==> config.mk <==
export PLATFORM = sky130hd
export DESIGN_NAME = char_lcd_nibble_write_sequencer_flat
export DESIGN_NICKNAME = d
export VERILOG_FILES = /design/src/hw/rtl/lcdnw_pkg.sv /design/src/hw/rtl/lcdnw_req_if.sv /design/src/hw/rtl/lcdnw_phase_if.sv /design/src/hw/rtl/lcdnw_front.sv /design/src/hw/rtl/lcdnw_queue.sv /design/src/hw/rtl/lcdnw_back.sv /design/src/hw/rtl/char_lcd_nibble_write_sequencer.sv /design/src/flat_wrapper.sv
export SDC_FILE = /design/constraint.sdc
export NUM_CORES = 1
export LEC_CHECK = 0
export BUFFER_PORTS_ARGS = -buffer_cell sky130_fd_sc_hd__buf_2
export CAP_MARGIN = 10
export CORE_AREA = 2 2 69 71
export DETAILED_ROUTE_END_ITERATION = 12
export DIE_AREA = 0 0 71 73
export PLACE_DENSITY = 0.78
export SLEW_MARGIN = 20
export SYNTH_ARGS = -nofsm -noshare
export SYNTH_HDL_FRONTEND = slang
export SYNTH_SLANG_ARGS = --single-unit
==> constraint.sdc <==
create_clock -name i_clk -period 5.75 [get_ports i_clk]
set_clock_uncertainty 0.05 [all_clocks]
set_input_delay 0.2875 -clock i_clk [delete_from_list [all_inputs] [get_ports i_clk]]
set_output_delay 0.2875 -clock i_clk [all_outputs]
set_load 0.05 [all_outputs]
==> src/hw/rtl/lcdnw_pkg.sv <==
// ----------------------------------------------------------------------------
// lcdnw_pkg
// Shared types, codes and constants of the character-LCD nibble sequencer.
// ----------------------------------------------------------------------------
`default_nettype none

package lcdnw_pkg;

    localparam int KIND_W    = 3;
    localparam int BYTE_W    = 8;
    localparam int NIBBLE_W  = 4;
    localparam int HOLD_W    = 13;
    localparam int CFG_IDX_W = 1;
    localparam int CFG_DAT_W = 1;
    localparam int STEP_W    = 3;

    localparam int QUEUE_DEPTH_DEF = 2;

    typedef enum logic [KIND_W-1:0] {
        KIND_CMD    = 3'd0,
        KIND_DATA   = 3'd1,
        KIND_INIT   = 3'd2,
        KIND_CURSOR = 3'd3,
        KIND_GLYPH  = 3'd4
    } t_kind;

    localparam logic [CFG_IDX_W-1:0] CFG_CURSOR_ON = 1'd0;
    localparam logic [CFG_IDX_W-1:0] CFG_BLINK_ON  = 1'd1;

    localparam logic [HOLD_W-1:0] HOLD_SHORT  = 13'd1;
    localparam logic [HOLD_W-1:0] HOLD_SETTLE = 13'd40;
    localparam logic [HOLD_W-1:0] HOLD_LONG   = 13'd4240;

    localparam logic [BYTE_W-1:0] CMD_DISPLAY_ON = 8'h0C;
    localparam logic [BYTE_W-1:0] CMD_SET_DDRAM  = 8'h80;
    localparam logic [BYTE_W-1:0] CMD_SET_CGRAM  = 8'h40;

    localparam logic [STEP_W-1:0] INIT_STEP_WAKE  = 3'd0;
    localparam logic [STEP_W-1:0] INIT_STEP_CLEAR = 3'd4;
    localparam logic [STEP_W-1:0] INIT_STEP_LAST  = 3'd6;

    typedef struct packed {
        logic              rs;
        logic              init;
        logic [BYTE_W-1:0] value;
    } t_job;

    typedef enum logic [3:0] {
        PH_HI_ON  = 4'b0001,
        PH_HI_OFF = 4'b0010,
        PH_LO_ON  = 4'b0100,
        PH_LO_OFF = 4'b1000
    } t_phase;

    function automatic logic [BYTE_W-1:0] init_byte(input logic [STEP_W-1:0] step);
        logic [BYTE_W-1:0] v;
        unique case (step)
            3'd0:    v = 8'h30;
            3'd1:    v = 8'h30;
            3'd2:    v = 8'h28;
            3'd3:    v = 8'h08;
            3'd4:    v = 8'h01;
            3'd5:    v = 8'h06;
            default: v = CMD_DISPLAY_ON;
        endcase
        return v;
    endfunction

endpackage

`default_nettype wire

==> src/hw/rtl/lcdnw_req_if.sv <==
// ----------------------------------------------------------------------------
// lcdnw_req_if
// Request channel: one beat carries one LCD request.
// ----------------------------------------------------------------------------
`default_nettype none

interface lcdnw_req_if;
    logic                              valid;
    logic                              ready;
    logic [lcdnw_pkg::KIND_W-1:0]      kind;
    logic [lcdnw_pkg::BYTE_W-1:0]      byte_value;
    logic [7:0]                        column;
    logic [7:0]                        row;
    logic [7:0]                        glyph_slot;

    modport source (output valid, kind, byte_value, column, row, glyph_slot,
                    input ready);
    modport sink   (input valid, kind, byte_value, column, row, glyph_slot,
                    output ready);
endinterface

`default_nettype wire

==> src/hw/rtl/lcdnw_phase_if.sv <==
// ----------------------------------------------------------------------------
// lcdnw_phase_if
// Bus phase channel: one beat carries one phase of the 4-bit LCD bus.
// ----------------------------------------------------------------------------
`default_nettype none

interface lcdnw_phase_if;
    logic                              valid;
    logic                              ready;
    logic                              reg_select;
    logic                              enable;
    logic [lcdnw_pkg::NIBBLE_W-1:0]    nibble;
    logic [lcdnw_pkg::HOLD_W-1:0]      hold_us;
    logic                              last;

    modport source (output valid, reg_select, enable, nibble, hold_us, last,
                    input ready);
    modport sink   (input valid, reg_select, enable, nibble, hold_us, last,
                    output ready);
endinterface

`default_nettype wire

==> src/hw/rtl/lcdnw_front.sv <==
// ----------------------------------------------------------------------------
// lcdnw_front
// Accepts requests, clamps their arguments and turns them into byte jobs.
// ----------------------------------------------------------------------------
`default_nettype none

module lcdnw_front (
    input  wire logic                              i_clk,
    input  wire logic                              i_rst_n,
    input  wire logic                              i_cfg_we,
    input  wire logic [lcdnw_pkg::CFG_IDX_W-1:0]   i_cfg_idx,
    input  wire logic [lcdnw_pkg::CFG_DAT_W-1:0]   i_cfg_data,
    lcdnw_req_if.sink                              i_req,
    input  wire logic                              i_full,
    output logic                                   o_push,
    output lcdnw_pkg::t_job                        o_job
);
    import lcdnw_pkg::*;

    logic        r_cursor_on;
    logic        r_blink_on;
    logic        n_cursor_on;
    logic        n_blink_on;
    logic        kind_ok;
    logic [3:0]  col_idx;
    logic [2:0]  slot;
    t_job        job;

    always_comb begin
        n_cursor_on = r_cursor_on;
        n_blink_on  = r_blink_on;
        if (i_cfg_we && i_cfg_idx == CFG_CURSOR_ON) begin
            n_cursor_on = i_cfg_data[0];
        end
        if (i_cfg_we && i_cfg_idx == CFG_BLINK_ON) begin
            n_blink_on = i_cfg_data[0];
        end
    end

    always_ff @(posedge i_clk) begin
        if (!i_rst_n) begin
            r_cursor_on <= 1'b0;
            r_blink_on  <= 1'b0;
        end else begin
            r_cursor_on <= n_cursor_on;
            r_blink_on  <= n_blink_on;
        end
    end

    always_comb begin
        if (i_req.column == 8'd0) begin
            col_idx = 4'd0;
        end else if (i_req.column > 8'd16) begin
            col_idx = 4'd15;
        end else begin
            col_idx = 4'(i_req.column - 8'd1);
        end
        slot = (i_req.glyph_slot > 8'd7) ? 3'd7 : i_req.glyph_slot[2:0];
    end

    always_comb begin
        kind_ok    = 1'b1;
        job.rs     = 1'b0;
        job.init   = 1'b0;
        job.value  = i_req.byte_value;
        unique case (i_req.kind)
            KIND_CMD: begin
            end
            KIND_DATA: begin
                job.rs = 1'b1;
            end
            KIND_INIT: begin
                job.init  = 1'b1;
                job.value = CMD_DISPLAY_ON | {6'd0, r_cursor_on, r_blink_on};
            end
            KIND_CURSOR: begin
                job.value = CMD_SET_DDRAM | {1'b0, i_req.row > 8'd1, 2'b00, col_idx};
            end
            KIND_GLYPH: begin
                job.value = CMD_SET_CGRAM | {2'b00, slot, 3'b000};
            end
            default: begin
                kind_ok = 1'b0;
            end
        endcase
    end

    assign i_req.ready = !i_full;
    assign o_push      = i_req.valid && !i_full && kind_ok;
    assign o_job       = job;

endmodule

`default_nettype wire

==> src/hw/rtl/lcdnw_queue.sv <==
// ----------------------------------------------------------------------------
// lcdnw_queue
// Short job queue between the request front and the phase back end.
// ----------------------------------------------------------------------------
`default_nettype none

module lcdnw_queue #(
    parameter int DEPTH = lcdnw_pkg::QUEUE_DEPTH_DEF
) (
    input  wire logic               i_clk,
    input  wire logic               i_rst_n,
    input  wire logic               i_push,
    input  wire lcdnw_pkg::t_job    i_job,
    output logic                    o_full,
    output logic                    o_valid,
    output lcdnw_pkg::t_job         o_head,
    input  wire logic               i_pop
);
    import lcdnw_pkg::*;

    localparam int PTR_W = (DEPTH > 1) ? $clog2(DEPTH) : 1;
    localparam int CNT_W = $clog2(DEPTH + 1);
    localparam logic [PTR_W-1:0] PTR_LAST = PTR_W'(DEPTH - 1);
    localparam logic [CNT_W-1:0] CNT_FULL = CNT_W'(DEPTH);

    t_job             r_mem [DEPTH];
    logic [PTR_W-1:0] r_wr_ptr;
    logic [PTR_W-1:0] r_rd_ptr;
    logic [CNT_W-1:0] r_count;
    logic [PTR_W-1:0] n_wr_ptr;
    logic [PTR_W-1:0] n_rd_ptr;
    logic [CNT_W-1:0] n_count;
    logic             do_push;
    logic             do_pop;

    assign o_full  = (r_count == CNT_FULL);
    assign o_valid = (r_count != '0);
    assign o_head  = r_mem[r_rd_ptr];
    assign do_push = i_push && !o_full;
    assign do_pop  = i_pop && o_valid;

    always_comb begin
        n_wr_ptr = r_wr_ptr;
        n_rd_ptr = r_rd_ptr;
        n_count  = r_count;
        if (do_push) begin
            n_wr_ptr = (r_wr_ptr == PTR_LAST) ? '0 : r_wr_ptr + 1'b1;
        end
        if (do_pop) begin
            n_rd_ptr = (r_rd_ptr == PTR_LAST) ? '0 : r_rd_ptr + 1'b1;
        end
        if (do_push && !do_pop) begin
            n_count = r_count + 1'b1;
        end else if (do_pop && !do_push) begin
            n_count = r_count - 1'b1;
        end
    end

    always_ff @(posedge i_clk) begin
        if (do_push) begin
            r_mem[r_wr_ptr] <= i_job;
        end
    end

    always_ff @(posedge i_clk) begin
        if (!i_rst_n) begin
            r_wr_ptr <= '0;
            r_rd_ptr <= '0;
            r_count  <= '0;
        end else begin
            r_wr_ptr <= n_wr_ptr;
            r_rd_ptr <= n_rd_ptr;
            r_count  <= n_count;
        end
    end

endmodule

`default_nettype wire

==> src/hw/rtl/lcdnw_back.sv <==
// ----------------------------------------------------------------------------
// lcdnw_back
// Emits the head job's bytes as bus phases, one a cycle unless stalled.
// ----------------------------------------------------------------------------
`default_nettype none

module lcdnw_back (
    input  wire logic               i_clk,
    input  wire logic               i_rst_n,
    input  wire logic               i_q_valid,
    input  wire lcdnw_pkg::t_job    i_q_head,
    output logic                    o_pop,
    lcdnw_phase_if.source           o_phase
);
    import lcdnw_pkg::*;

    t_phase                r_phase;
    t_phase                n_phase;
    logic [STEP_W-1:0]     r_step;
    logic [STEP_W-1:0]     n_step;
    logic                  r_valid;
    logic                  n_valid;
    logic                  r_rs;
    logic                  r_en;
    logic [NIBBLE_W-1:0]   r_nib;
    logic [HOLD_W-1:0]     r_hold;
    logic                  r_last;

    logic                  advance;
    logic [BYTE_W-1:0]     cur_byte;
    logic                  long_wait;
    logic                  final_byte;
    logic                  en;
    logic [NIBBLE_W-1:0]   nib;
    logic [HOLD_W-1:0]     hold;
    logic                  last;

    assign advance = i_q_valid && (!r_valid || o_phase.ready);

    always_comb begin
        cur_byte   = (i_q_head.init && r_step != INIT_STEP_LAST) ? init_byte(r_step)
                                                                 : i_q_head.value;
        long_wait  = i_q_head.init &&
                     (r_step == INIT_STEP_WAKE || r_step == INIT_STEP_CLEAR);
        final_byte = !i_q_head.init || r_step == INIT_STEP_LAST;
    end

    always_comb begin
        en   = 1'b0;
        nib  = cur_byte[3:0];
        hold = HOLD_SHORT;
        last = 1'b0;
        unique case (r_phase)
            PH_HI_ON: begin
                en  = 1'b1;
                nib = cur_byte[7:4];
            end
            PH_HI_OFF: begin
                nib = cur_byte[7:4];
            end
            PH_LO_ON: begin
                en = 1'b1;
            end
            PH_LO_OFF: begin
                hold = long_wait ? HOLD_LONG : HOLD_SETTLE;
                last = final_byte;
            end
            default: begin
            end
        endcase
    end

    always_comb begin
        n_phase = r_phase;
        n_step  = r_step;
        n_valid = r_valid;
        o_pop   = 1'b0;
        if (advance) begin
            n_valid = 1'b1;
            unique case (r_phase)
                PH_HI_ON:  n_phase = PH_HI_OFF;
                PH_HI_OFF: n_phase = PH_LO_ON;
                PH_LO_ON:  n_phase = PH_LO_OFF;
                default: begin
                    n_phase = PH_HI_ON;
                    if (final_byte) begin
                        n_step = '0;
                        o_pop  = 1'b1;
                    end else begin
                        n_step = r_step + 1'b1;
                    end
                end
            endcase
        end else if (o_phase.ready) begin
            n_valid = 1'b0;
        end
    end

    always_ff @(posedge i_clk) begin
        if (!i_rst_n) begin
            r_phase <= PH_HI_ON;
            r_step  <= '0;
            r_valid <= 1'b0;
        end else begin
            r_phase <= n_phase;
            r_step  <= n_step;
            r_valid <= n_valid;
        end
    end

    always_ff @(posedge i_clk) begin
        if (advance) begin
            r_rs   <= i_q_head.rs;
            r_en   <= en;
            r_nib  <= nib;
            r_hold <= hold;
            r_last <= last;
        end
    end

    assign o_phase.valid      = r_valid;
    assign o_phase.reg_select = r_rs;
    assign o_phase.enable     = r_en;
    assign o_phase.nibble     = r_nib;
    assign o_phase.hold_us    = r_hold;
    assign o_phase.last       = r_last;

endmodule

`default_nettype wire

==> src/hw/rtl/char_lcd_nibble_write_sequencer.sv <==
// ----------------------------------------------------------------------------
// char_lcd_nibble_write_sequencer
// Turns character-LCD requests into enable/nibble phases of a 4-bit bus.
// ----------------------------------------------------------------------------
// Channel   Dir  Beat
// i_req     in   one request: kind, byte_value, column, row, glyph_slot
// o_phase   out  one bus phase: reg_select, enable, nibble, hold_us, last
// i_cfg_*   in   register write: cursor_on (index 0), blink_on (index 1)
//
// One phase leaves per cycle while o_phase is ready and a job is queued.
// The back end's phase sequencer sets the rate; the job queue lets requests
// enter while earlier bytes are still being sent. Unused kinds are dropped.
// Reset clears the registers, the queue and the sequencer.
// A stalled o_phase holds its beat; i_req stalls only when the queue is full.
// ----------------------------------------------------------------------------
`default_nettype none

module char_lcd_nibble_write_sequencer #(
    parameter int QUEUE_DEPTH = lcdnw_pkg::QUEUE_DEPTH_DEF
) (
    input  wire logic                              i_clk,
    input  wire logic                              i_rst_n,
    input  wire logic                              i_cfg_we,
    input  wire logic [lcdnw_pkg::CFG_IDX_W-1:0]   i_cfg_idx,
    input  wire logic [lcdnw_pkg::CFG_DAT_W-1:0]   i_cfg_data,
    lcdnw_req_if.sink                              i_req,
    lcdnw_phase_if.source                          o_phase
);
    import lcdnw_pkg::*;

    logic push;
    t_job push_job;
    logic full;
    logic q_valid;
    t_job q_head;
    logic pop;

    lcdnw_front u_front (
        .i_clk      (i_clk),
        .i_rst_n    (i_rst_n),
        .i_cfg_we   (i_cfg_we),
        .i_cfg_idx  (i_cfg_idx),
        .i_cfg_data (i_cfg_data),
        .i_req      (i_req),
        .i_full     (full),
        .o_push     (push),
        .o_job      (push_job)
    );

    lcdnw_queue #(
        .DEPTH (QUEUE_DEPTH)
    ) u_queue (
        .i_clk   (i_clk),
        .i_rst_n (i_rst_n),
        .i_push  (push),
        .i_job   (push_job),
        .o_full  (full),
        .o_valid (q_valid),
        .o_head  (q_head),
        .i_pop   (pop)
    );

    lcdnw_back u_back (
        .i_clk     (i_clk),
        .i_rst_n   (i_rst_n),
        .i_q_valid (q_valid),
        .i_q_head  (q_head),
        .o_pop     (pop),
        .o_phase   (o_phase)
    );

endmodule

`default_nettype wire

==> src/flat_wrapper.sv <==
// flat-port wrapper written by rule: the top's interface ports become plain ports
module char_lcd_nibble_write_sequencer_flat import lcdnw_pkg::*;
#(
    parameter int QUEUE_DEPTH = lcdnw_pkg::QUEUE_DEPTH_DEF
)
  (i_clk, i_rst_n, i_cfg_we, i_cfg_idx, i_cfg_data, i_req_valid, i_req_kind, i_req_byte_value, i_req_column, i_req_row, i_req_glyph_slot, i_req_ready, o_phase_valid, o_phase_reg_select, o_phase_enable, o_phase_nibble, o_phase_hold_us, o_phase_last, o_phase_ready);
  lcdnw_req_if i_req_i ();
  lcdnw_phase_if o_phase_i ();
  input  wire logic i_clk;
  input  wire logic i_rst_n;
  input  wire logic i_cfg_we;
  input  wire logic [lcdnw_pkg::CFG_IDX_W-1:0] i_cfg_idx;
  input  wire logic [lcdnw_pkg::CFG_DAT_W-1:0] i_cfg_data;
  input wire logic [$bits(i_req_i.valid)-1:0] i_req_valid;
  input wire logic [$bits(i_req_i.kind)-1:0] i_req_kind;
  input wire logic [$bits(i_req_i.byte_value)-1:0] i_req_byte_value;
  input wire logic [$bits(i_req_i.column)-1:0] i_req_column;
  input wire logic [$bits(i_req_i.row)-1:0] i_req_row;
  input wire logic [$bits(i_req_i.glyph_slot)-1:0] i_req_glyph_slot;
  output wire logic [$bits(i_req_i.ready)-1:0] i_req_ready;
  output wire logic [$bits(o_phase_i.valid)-1:0] o_phase_valid;
  output wire logic [$bits(o_phase_i.reg_select)-1:0] o_phase_reg_select;
  output wire logic [$bits(o_phase_i.enable)-1:0] o_phase_enable;
  output wire logic [$bits(o_phase_i.nibble)-1:0] o_phase_nibble;
  output wire logic [$bits(o_phase_i.hold_us)-1:0] o_phase_hold_us;
  output wire logic [$bits(o_phase_i.last)-1:0] o_phase_last;
  input wire logic [$bits(o_phase_i.ready)-1:0] o_phase_ready;
  assign i_req_i.valid = i_req_valid;
  assign i_req_i.kind = i_req_kind;
  assign i_req_i.byte_value = i_req_byte_value;
  assign i_req_i.column = i_req_column;
  assign i_req_i.row = i_req_row;
  assign i_req_i.glyph_slot = i_req_glyph_slot;
  assign i_req_ready = i_req_i.ready;
  assign o_phase_valid = o_phase_i.valid;
  assign o_phase_reg_select = o_phase_i.reg_select;
  assign o_phase_enable = o_phase_i.enable;
  assign o_phase_nibble = o_phase_i.nibble;
  assign o_phase_hold_us = o_phase_i.hold_us;
  assign o_phase_last = o_phase_i.last;
  assign o_phase_i.ready = o_phase_ready;
  char_lcd_nibble_write_sequencer #(.QUEUE_DEPTH(QUEUE_DEPTH)) u_core (.i_clk(i_clk), .i_rst_n(i_rst_n), .i_cfg_we(i_cfg_we), .i_cfg_idx(i_cfg_idx), .i_cfg_data(i_cfg_data), .i_req(i_req_i), .o_phase(o_phase_i));
endmodule
* Yosys cells after proc, flatten, opt, wreduce, memory -nomap -nowiden *
Memories as Yosys holds them, arrays and structs flattened. A register that Yosys moved wholly into a read port is not among the register bits.
Cells that the tools add are included.
W data, S select, Z words.

operators by class
  add/subtract/negate cells = 6
  order comparisons = 3
  eq/ne operators = 16
  multiplexer cells = 27
  bitwise operators = 2
  reduce and logical (&&, ||, !) cells = 31

operators with widths
  cell                  count
  $pmux W6 S5           1
  $pmux W8 S3           1
  $mux W1               15
  $mux W13              1
  $eq A3 B2 Y1 const B  4
  $eq A3 B3 Y1 const B  4
  $mux W4               3
  $pmux W4 S3           1
  $logic_and A1 B1 Y1   11
  $gt A8 B1 Y1 const B  1
  $gt A8 B3 Y1 const B  1
  $gt A8 B5 Y1 const B  1
  $logic_not A8 Y1      1
  $mux W8               1
  $eq A3 B1 Y1 const B  2
  $logic_not A3 Y1      2
  $mux W3               2
  $reduce_bool A2 Y1    3
  $reduce_or A2 Y1      3
  $logic_not A1 Y1      5
  $reduce_or A5 Y1      1
  $eq A4 B1 Y1 const B  1
  $eq A4 B2 Y1 const B  1
  $eq A4 B3 Y1 const B  1
  13 further kinds      18

word-level totals
  register bits = 34
  RAM bits = 20
  output and inout port bits = 22
  word-level logic and storage cells = 99
  memories kept = 1

memories
  memory                words  width  read ports  clocked after Yosys merged registers in  wr ports  line               RTL
  u_core.u_queue.r_mem  2      10     1           1                                        1         lcdnw_queue.sv:26  t_job r_mem [DEPTH];

* Logic depth before layout (Yosys ltp) *
  depth in word-level cells = 9
  mapped depth = 9
  gate-level depth less buffers = 9

* Modules after synthesis *
From an unflattened synthesis, not the netlist that was laid out.

second synthesis, totals
  cells, all modules = 240
  area, all modules = 2504.9 um2

modules (own cells, without submodules)
  module       instances  cells each  area an instance (um2)  sequential area each (um2)
  lcdnw_back   1          105         1028.5                  460.4
  lcdnw_queue  1          57          948.4                   700.7
  lcdnw_front  1          78          528.0                   40.0

* Least setup slack after synthesis *
Ideal clock, no wire load.

  path type = register to register
  start point = register u_core.u_back.r_valid (netlist: u_core.u_back.o_phase.valid)
  end point = register u_core.u_queue.r_count[1]
  arrival = 2.014 ns
  data required time = 5.630 ns
  slack = 3.616 ns
  cell stages (with the launch flop) = 8
  period minus slack after synthesis = 2.134 ns
  cell sequence = dfxtp_1 -> or2b_2 -> o21ai_2 -> nor3_1 -> nand2_1 -> ha_1 -> or3_1 -> a21oi_1

between the ends
  longest elaborated chain between the ends = 8
  elaborated cells between the ends (all ways) = 10
  those cells by class = mux: 2; reduce/logical: 8

RTL lines
  what                                                  line               RTL
  start, declared                                       lcdnw_back.sv:21   logic r_valid;
  start signal, assigned                                lcdnw_back.sv:107  r_valid <= n_valid;
  $logic_not A1 Y1 (*)                                  lcdnw_back.sv:38   assign advance = i_q_valid && (!r_valid || o_phase.ready);
  $logic_or A1 B1 Y1 (*)                                lcdnw_back.sv:38
  $logic_and A1 B1 Y1 (*)                               lcdnw_back.sv:38
  $mux W1 (*)                                           lcdnw_back.sv:78   if (advance) begin
  $logic_and A1 B1 Y1 (*)                               lcdnw_queue.sv:40  assign do_pop = i_pop && o_valid;
  $logic_not A1 Y1                                      lcdnw_queue.sv:52  if (do_push && !do_pop) begin
  $logic_and A1 B1 Y1                                   lcdnw_queue.sv:52
  $mux W2 / $reduce_bool A2 Y1 (equally long branches)  -
  end signal, assigned                                  lcdnw_queue.sv:73  r_count <= n_count;
  end, declared                                         lcdnw_queue.sv:29  logic [CNT_W-1:0] r_count;

Every way passes the cells marked *; elsewhere a longest branch is shown, timed or not.
A chain may end at the register's enable or synchronous reset.

* Worst setup path after layout *
  start point = register u_core.u_back.r_phase[0]
  end point = register u_core.u_queue.r_count[1]

between the ends
  longest elaborated chain between the ends = 8
  elaborated cells between the ends (all ways) = 12
  those cells by class = eq/ne: 3; mux: 3; reduce/logical: 6

RTL lines
  what                                                  line               RTL
  start, declared                                       lcdnw_back.sv:17   t_phase r_phase;
  start signal, assigned                                lcdnw_back.sv:105  r_phase <= n_phase;
  $eq A4 B3 Y1 (tied with other cells)                  lcdnw_back.sv:80   unique case (r_phase)
  $reduce_or A3 Y1 (no source line) (*)                 -
  $mux W1 (*)                                           lcdnw_back.sv:80
  $mux W1 (*)                                           lcdnw_back.sv:78
  $logic_and A1 B1 Y1 (*)                               lcdnw_queue.sv:40
  $logic_not A1 Y1                                      lcdnw_queue.sv:52
  $logic_and A1 B1 Y1                                   lcdnw_queue.sv:52
  $mux W2 / $reduce_bool A2 Y1 (equally long branches)  -

Marked as above.

==> results.py <==
metrics = {
    "clock_tree": {
        "cts.htree.levels": 2,
        "cts_tree": "done",
        "cts-resized-gates": 0,
        "post-cts-setup-buffer-count": 0,
        "clk_pin_slew_worst_paths_ps": 80,
        "cts_hold_buf": 0,
        "ctsRootBufferMaster": "sky130_fd_sc_hd__clkbuf_8",
        "insertion_delay_ps": 290,
        "numCtsBuffers": 5,
        "clkSinkCount": 45,
        "cts.path.max_buffers": 2,
    },
    "power": {
        "power_frac_seq_pct": 42.4,
        "p_comb_share_pct": 41.4,
        "internal_power_uw": 654,
        "sw_share_pct": 41.3,
        "static-leakage-power_uw": 0.00108,
        "post-layout-total-power_uw": 1110,
        "power_switching_uw": 460,
        "power_frac_clock_pct": 16.3,
        "power_per_cell_area_nw_per_um2": 416,
        "power.ir.vdd_worst_v": 0.000186,
    },
    "worst_setup_path": {
        "rr_worst_depth": 7,
        "crit-reg2reg-capture": "u_core.u_queue.r_count[1]$_SDFFE_PN0P_",
        "endpoint_required_time_on_the_critical_path_ps": 5920,
        "critical_path_class": "reg2reg",
        "r2r_setup_slack_ps": 3530,
        "start_kind": "flip-flop",
        "crit_fanout": 8,
        "timing.critical_path.to_type": "flip-flop",
        "start_of_the_worst_register_to_register_path": "u_core.u_back.r_phase[0]$_SDFFE_PN1N_",
        "crit_arrival_ps": 2390,
    },
    "hold_path": {
        "hold_depth": 3,
        "hold_path_endpoint": "u_core.u_front.r_cursor_on$_SDFFE_PN0P_",
        "worst_hold_path_type": "in2reg",
        "worst_hold_path_startpoint": "i_cfg_data",
    },
    "sta": {
        "slew_at_the_pin_closest_to_its_max_slew_limit_ps": 859,
        "finalSetupViolations": 0,
        "finalCriticalPeriod_ps": 2220,
        "rsz0062_at_grt": "false",
        "tns_ps": 0,
        "final_hold_violation_count": 0,
        "ratio_of_final_minimum_period_to_clock_period_pct": 38.5,
        "maxClockFrequency_mhz": 451,
        "hold-worst-slack_ps": 203,
        "max-slew-margin-rel_pct": 42.5,
        "drv_slew": 0,
    },
    "die": {
        "placementRows": 25,
        "chipHeight_um": 73,
        "dieArea_um2": 5180,
        "floorplan.initialDensity_pct": 51.8,
        "floorplan.io_pins": 64,
        "placeableCoreArea_um2": 4540,
        "chipWidth_um": 71,
    },
    "route": {
        "drt_first_pass_iters": 4,
        "detail_route.iter0.violations": 133,
        "drc_errors": 0,
        "post_drt_via_cell_ratio": 5.45,
        "detail_route.wl_per_cell_um": 13.3,
        "vias_after_detailed_routing": 1778,
        "final_antenna_net_count": 0,
        "detailed_route_wl_mm": 4.32,
    },
    "logic_synthesis": {
        "ys_warn_count": 0,
        "synth_cell_type_count": 49,
        "netlist_area_um2": 2350,
        "yosysTopAreaCellShare_pct": 38.4,
        "synth_top_cells_by_count": "sky130_fd_sc_hd__edfxtp_1 (30), sky130_fd_sc_hd__a21oi_1 (22), sky130_fd_sc_hd__nor2_1 (22), sky130_fd_sc_hd__nand2_1 (19), sky130_fd_sc_hd__dfxtp_1 (15)",
        "synth_top_cells_by_area": "sky130_fd_sc_hd__edfxtp_1 (38%), sky130_fd_sc_hd__dfxtp_1 (13%), sky130_fd_sc_hd__a21oi_1 (4.7%)",
        "synthDominantAreaCellType": "sky130_fd_sc_hd__edfxtp_1",
        "dominant_cell_by_count_in_the_synthesized_netlist": "sky130_fd_sc_hd__edfxtp_1",
        "ys_ff_latch": 45,
        "synth-main-ff-cell": "sky130_fd_sc_hd__edfxtp_1",
        "synth-seq-area-share_pct": 51.2,
        "postSynth.asyncResetShare_pct": 0,
        "synth_edf_count": 30,
        "synthesis.instances": 218,
        "postSynthAreaPerCell_um2": 10.8,
    },
    "place": {
        "placed_wire_length_estimate_after_detailed_placement_mm": 3.23,
        "io_buffer_count": 55,
        "gp_congestion": 0.874,
    },
    "global_route": {
        "grt_start_max_net_pins": 16,
        "total_overflow_reported_by_the_global_router": 0,
        "gr-usage-all-layers_pct": 17.0,
        "number_of_antenna_violations_at_the_first_check_in_global_routing": 0,
        "first_global_vias": 1619,
        "grt_pass1_wl_mm": 6.91,
    },
    "final_layout": {
        "finish.net_count": 319,
        "num_antenna_cells": 0,
        "nFillCells": 402,
        "multi_input_comb_area_um2": 1010,
        "register_area_um2": 1200,
        "drive_above_1_share_pct": 26.1,
        "area_added_between_synthesis_and_finish_pct": 14.1,
    },
    "run_status": {
        "run_status": "finished, final reports clean",
    },
    "run": {
        "number_of_max_cap_violations": 0,
    },
}
## sequential cells by signal (all words and copies together), names as in the netlist, 2 cells and up, named ones only
register / count
u_core.u_queue.r_count: 2
u_core.u_queue.r_mem: 20
u_core.u_back.o_phase.nibble: 4
u_core.u_back.o_phase.hold_us: 3
u_core.u_back.r_step: 3
u_core.u_back.r_phase: 4
## layer usage
metal	GRT usage [%]	wire length [um]	vias up
met2	28.9	2170	61
li1	-	-	891
met4	6.29	80	0
met1	21.6	1850	818
met5	0	0	-
met3	3.73	226	8
## cell usage in the layout (no fill, tap or decap), drive strengths merged, types with 4 or more instances in the layout
master | synthesis | routed
a21oi | 22 | 22
buf | 12 | 55
clkbuf | 2 | 5
conb | 1 | 7
dfxtp | 15 | 15
edfxtp | 30 | 30
ha | 6 | 6
inv | 11 | 11
mux4 | 4 | 4
nand2 | 19 | 19
nand2b | 7 | 7
nand3 | 4 | 4
nor2 | 22 | 22
nor3 | 7 | 7
o21ai | 10 | 10
or3 | 5 | 5
## metrics by stage
step                      worst slack [ps]  util (%)  cells  instance area [um^2]
after floorplan                       3620         -    224                  2370
after global placement                3550      57.2    318                  2600
after detailed placement              3540      57.2    318                  2600
after CTS                             3510      59.0    326                  2680
after global routing                  3340      59.0    326                  2680
final                                 3530      59.0    326                  2680
## worst max path at each step
stage / from / end / slack (ps) / cells after the start
after global routing: u_core.u_back.r_phase[0]$_SDFFE_PN1N_ / u_core.u_queue.r_count[1]$_SDFFE_PN0P_ / 3340 / 7
after floorplan: u_core.u_back.o_phase.valid$_SDFFE_PN0P_ / u_core.u_queue.r_count[1]$_SDFFE_PN0P_ / 3620 / 7
final: u_core.u_back.r_phase[0]$_SDFFE_PN1N_ / u_core.u_queue.r_count[1]$_SDFFE_PN0P_ / 3530 / 7
after global placement: u_core.u_back.r_phase[0]$_SDFFE_PN1N_ / u_core.u_queue.r_count[1]$_SDFFE_PN0P_ / 3550 / 7
after detailed placement: u_core.u_back.r_phase[0]$_SDFFE_PN1N_ / u_core.u_queue.r_count[1]$_SDFFE_PN0P_ / 3540 / 7
after CTS: u_core.u_back.r_phase[0]$_SDFFE_PN1N_ / u_core.u_queue.r_count[1]$_SDFFE_PN0P_ / 3510 / 7
## cell families after synthesis
kind of cell | Yosys count | synth area share (%)
xor gates and xnor gates | 5 | 2.19
DFF | 45 | 51.2
buffers and inverters | 26 | 6.72
AOI/OAI and AO/OA | 48 | 12.3
and+or+nand+nor | 76 | 16.7
other | 1 | 0.160
adders and majority gates | 8 | 4.05
muxes | 9 | 6.72
## power by group through the flow
| stage | sequential (uW) | clock, uW | combinational [uW] |
|---|---|---|---|
| global placement | 477 | 0 | 457 |
| floorplan | 590 | 0 | 273 |
| detailed placement | 481 | 0 | 461 |
| global route | 481 | 202 | 498 |
| CTS | 474 | 187 | 464 |
| finish | 472 | 181 | 461 |
## cell type report
class                      instances  share of cell area [%]
clock buffer                       5                    2.57
clock inverter                     3                   0.467
sequential                        45                    44.9
tap                               54                    2.52
timing repair buffer              55                    10.3
multi-input combinational        153                    37.8
inverter                          11                    1.54
## worst max-delay path: stages, from the launching register on
cell and delay (ps):
sky130_fd_sc_hd__dfxtp_1 480, sky130_fd_sc_hd__xnor2_2 100, sky130_fd_sc_hd__nor3_2 450, sky130_fd_sc_hd__nor3_1 190, sky130_fd_sc_hd__nand2_1 130, sky130_fd_sc_hd__ha_1 260
sky130_fd_sc_hd__or3_1 350, sky130_fd_sc_hd__a21oi_1 140
Power figures use the tool's default switching activity.
